### config.mk
export PLATFORM = sky130hd
export DESIGN_NAME = gb3_lane
export DESIGN_NICKNAME = d
export VERILOG_FILES = /design/src/sv/gb3_pkg.sv /design/src/sv/gb3_lane.sv
export SDC_FILE = /design/constraint.sdc
export NUM_CORES = 1
export LEC_CHECK = 0
export BUFFER_PORTS_ARGS = -buffer_cell sky130_fd_sc_hd__buf_2
export CORE_ASPECT_RATIO = 0.5
export CORE_MARGIN = 1
export CORE_UTILIZATION = 54
export DETAILED_ROUTE_END_ITERATION = 6
export GPL_TIMING_DRIVEN = 0
export MAX_ROUTING_LAYER = met4
export PLACE_DENSITY = 0.77
export SETUP_SLACK_MARGIN = 0.5
export SLEW_MARGIN = 10
export SYNTH_ARGS = -nofsm -noshare
export SYNTH_HDL_FRONTEND = slang
export SYNTH_SLANG_ARGS = --single-unit
### constraint.sdc
create_clock -name i_clk -period 5.7 [get_ports i_clk]
set_input_delay 0.855 -clock i_clk [delete_from_list [all_inputs] [get_ports i_clk]]
set_output_delay 0.855 -clock i_clk [all_outputs]
set_load 0.03 [all_outputs]
### src/sv/gb3_pkg.sv
package gb3_pkg;

    localparam int SAMPLE_W    = 8;
    localparam int DIM_W       = 12;
    localparam int MAX_HEIGHT  = 2048;
    localparam int RESET_WIDTH  = 640;
    localparam int RESET_HEIGHT = 480;
    localparam int CFG_IDX_W   = 1;

    typedef enum logic [CFG_IDX_W-1:0] {
        CFG_FRAME_WIDTH  = 1'b0,
        CFG_FRAME_HEIGHT = 1'b1
    } t_cfg_idx;

    // one column of the window for one channel: [0] row y-2, [1] row y-1, [2] row y
    typedef logic [2:0][SAMPLE_W-1:0] t_column;

    typedef struct packed {
        logic clear;
        logic shift;
        logic col_zero;
    } t_lane_ctrl;

    // zero counts as one, anything above the limit as the limit
    function automatic logic [DIM_W-1:0] clamp_dim(input logic [DIM_W-1:0] raw,
                                                   input int limit);
        logic [DIM_W-1:0] res;
        if (raw == '0) begin
            res = DIM_W'(1);
        end else if (int'(raw) > limit) begin
            res = DIM_W'(limit);
        end else begin
            res = raw;
        end
        return res;
    endfunction

endpackage

### src/sv/gb3_lane.sv
module gb3_lane (
    input  logic                          i_clk,
    input  logic                          i_rst_n,
    input  gb3_pkg::t_lane_ctrl           i_ctrl,
    input  gb3_pkg::t_column              i_col,
    output logic [gb3_pkg::SAMPLE_W-1:0]  o_blur
);

    gb3_pkg::t_column r_win1;
    gb3_pkg::t_column r_win2;
    gb3_pkg::t_column right_col;

    logic [9:0]  v_left;
    logic [9:0]  v_mid;
    logic [9:0]  v_right;
    logic [11:0] sum;

    always_ff @(posedge i_clk) begin
        if (!i_rst_n || i_ctrl.clear) begin
            r_win1 <= '0;
            r_win2 <= '0;
        end else if (i_ctrl.shift) begin
            r_win1 <= i_ctrl.col_zero ? '0 : r_win2;
            r_win2 <= i_col;
        end
    end

    // at column 0 the right edge of the output window lies outside the frame
    assign right_col = i_ctrl.col_zero ? '0 : i_col;

    assign v_left  = 10'(r_win1[0]) + {1'b0, r_win1[1], 1'b0} + 10'(r_win1[2]);
    assign v_mid   = 10'(r_win2[0]) + {1'b0, r_win2[1], 1'b0} + 10'(r_win2[2]);
    assign v_right = 10'(right_col[0]) + {1'b0, right_col[1], 1'b0} + 10'(right_col[2]);
    assign sum     = 12'(v_left) + {1'b0, v_mid, 1'b0} + 12'(v_right);
    assign o_blur  = sum[11:4];

endmodule

==> key figures <==
Status
  – Run status: complete, but fails checks
  – Failing checks: negative setup slack

Setup path
  – Data arrival, critical path: 5.18 ns
  – FF-to-FF path depth: 4
  – CP Max Fanout: 3
  – Most frequent CP cell: ha_4
  – CP top delay family: adder cells
  – Critical R2R Launch: r_win2[17]
  – CP max stage delay: around 0.54 ns
  – Setup crit start kind: flip-flop
  – Capturing point of the worst reg2reg path: r_win1[17]
  – Slowest CP cell: fa_1
  – CP cell instances: fa_1 > ha_2 > inv_2 > fa_2 > nor2b_2 > o21ai_2 > a21boi_2 > buf_4 > o21ai_2 > a21boi_2 > fa_1 > ha_4 > fa_2 > ha_4 > ha_4 > a21o_1 > a21oi_2 > o21ba_4 > o31ai_4 > xor2_2 > buf_6
  – Flop-to-flop setup slack: 4.80 ns
  – Worst setup path category: flip-flop to output port
  – WP data required: 4.85 ns
  – Buf/Inv on CP: 3
  – Worst setup EP type: output port

Floorplanning
  – Die H: 60.8 um
  – Initial Util: 0.588
  – Area of the core: 6360 um2
  – Total die area: 7280 um2
  – IO Pins: 37
  – Die span in x: 120 um
  – Row cnt: 20

Logic synthesis
  – Post-synth cell types: 39
  – Post-Syn Instances: 395
  – Number of enable flip-flop cells after synthesis: 0
  – Mean Syn Cell Area: 9.46 um2
  – Register bit total from synthesis: 48
  – Ys flop type: dfxtp_1
  – Syn. warnings: 0
  – Mapped cell area: between 3000 and 4000 um2
  – Syn nets: between 400 and 500
  – Async SR Flop Fraction: 0
  – Register area share after synthesis: 0.257

Power and ir drop
  – IR drop worst, VDD: 113 uV
  – Leak: roughly 2.2 nW
  – Final Power: 1.17 mW
  – Power Dens Cells: about 240 nW/um2

Drt
  – Metal3 WL: between 600 and 700 um
  – Remaining DRCs: 0
  – Pre-antenna DRT Iters: 4
  – Wire length per cell: 16.5 um
  – Top Layer Used: met4
  – Routed met2 length: 4.33 mm
  – Met1 WL: 3.87 mm
  – Post-Route WL: 8.93 mm
  – First DRT Iteration DRCs: 178
  – Via/cell ratio: roughly 5.3
  – ANT nets after route: 0
  – Via count: 2,878

Clock tree
  – CTS tree: done
  – CTS Root Cell: clkbuf_16
  – Clk buf depth: 2
  – Worst-Skew Late Latency: ~0.29 ns
  – Clk slew on worst S/H paths: 0.07 ns
  – Sink Count: between 40 and 50
  – Num CTS Buffers: 5
  – H-tree Lvls: 2
  – Post-CTS Hold Buffers: 0

GRT
  – First-pass GRT wire length: 14.3 mm
  – Initial antenna violation count: 0
  – Vias in the first global route: 2,946
  – Largest net degree at the start of global routing: 14
  – Total GRT Usage: 0.273
  – GRT overflow: 0

Placement
  – Port bufs: 34
  – Placed Cells: between 500 and 600
  – Post-Place Cell Area: 4320 um2
  – HPWL after detailed placement: 6.54 mm
  – Routability Congestion: 0.862
  – Pre-CTS setup slack: -0.303 ns

Layout
  – ANT cells: 0
  – Post-Layout Cell Count: 542
  – Share of layout cells above drive strength 1: 0.286
  – Fin util: 0.759
  – Final Cell Area: 4820 um2
  – Fillers: 425
  – Commonest non-fill, non-tap cells in the layout: 56 x inv_1, 45 x dfxtp_1, 41 x fa_1
  – Most common cell after layout, fill and taps aside: inv_1
  – NumNets Final: 552
  – Area growth, synth to finish: 29.1%

Worst hold path
  – HP Class: flip-flop to flip-flop
  – Hold Crit Depth: 2
  – Hold EP: r_win1[22]
  – HP Start: r_win1[22]

Timing
  – Setup Viol. Count Final: 4
  – Slew @ Worst Pin: 0.637 ns
  – Final Max Slew Viols: 0
  – Peak Freq: 166 MHz
  – Fin crit share: 1.06
  – Setup TNS Final: -0.999 ns
  – Unrepaired setup endpoints after global routing: yes
  – Hold slack: 0.489 ns
  – Slew HR: 0.575
  – Hold Vio Cnt, Final: 0
  – Minimum clock period: 6.04 ns
  – Clk_skew: 0.00761 ns
  – Slack of the critical path: -0.337 ns

Run
  – Max_cap viols: 0
[per-layer routing]
metal | up-vias | global-route usage
met2 | 88 | 0.470
li1 | 1372 | -
met4 | 0 | 0.0482
met1 | 1411 | 0.343
met5 | - | -
met3 | 7 | 0.0536
[worst reg2reg max path: stages, from the launching register on]
cell and delay, ns:
dfxtp_4 0.35, buf_4 0.13, nand2_1 0.06, o22ai_1 0.07, nor2b_1 0.16
[worst max path at each step]
stage               startpoint   endpoint  slack, ns  cells past startpoint
floorplan            i_ctrl[0]  o_blur[7]       0.12                     16
global placement     r_win2[1]  o_blur[7]      -0.19                     20
detailed placement   r_win2[8]  o_blur[7]      -0.30                     20
CTS                 r_win2[17]  o_blur[7]      -0.37                     20
global route        r_win2[17]  o_blur[7]      -0.49                     21
finish              r_win2[17]  o_blur[7]      -0.34                     21
[where the power goes]
part	leakage, nW	internal [mW]	switching [mW]
registers	0.391	0.341	0.00641
logic	1.76	0.225	0.266
clock network	0.0757	0.202	0.129
[final cells by class]
type,count,area [um2],area share
inverters,62,234,0.0485
multi-input cells,267,2840,0.590
flip-flops and latches,48,970,0.201
repair buffers,53,373,0.0773
plain buffers,18,138,0.0285
clock inverters,1,30.0,0.00623
clock buffers,5,125,0.0259
well taps,88,110,0.0228
[cells in the mapped netlist (2+ instances only)]
library cell  count  area (um2)
nand3b_1          9        67.6
dfxtp_1          48         961
nor2_1           28         105
ha_1             23         288
a21o_1            2        15.0
xnor2_1           6        52.6
o31ai_1           2        15.0
o22ai_1          15        93.8
fa_1             45         901
nand2_1          17        63.8
clkbuf_1         13        48.8
o21ai_1           5        25.0
nor2b_1          33         206
a21oi_1          14        70.1
xor2_1            7        61.3
and3_1            2        12.5
inv_1            60         225
mux2i_1          24         240
buf_2             4        20.0
nand2b_1         18         113
a21boi_1          2        15.0
[flip-flops by register name (all words and copies together), names as in the netlist]
register  flops
r_win1       24
r_win2       24
[timing repair]
action	CTS	global route
pin swaps	18	34
buffers inserted	7	11
resized for setup	36	25
gates cloned	0	1
setup endpoints to repair	8	8
[cells by family (layout without fill, tap and decap cells)]
group / Yosys count / after routing / synth area share
multiplexers: 24 / 24 / 0.0643
buffers and inverters: 80 / 139 / 0.0820
AO/OA/AOI/OAI: 48 / 48 / 0.0807
flip-flops: 48 / 48 / 0.257
AND/OR/NAND/NOR: 114 / 114 / 0.167
adder cells (fa/ha/maj): 68 / 68 / 0.318
XOR/XNOR: 13 / 13 / 0.0305
(Power assumes the default switching activity.)
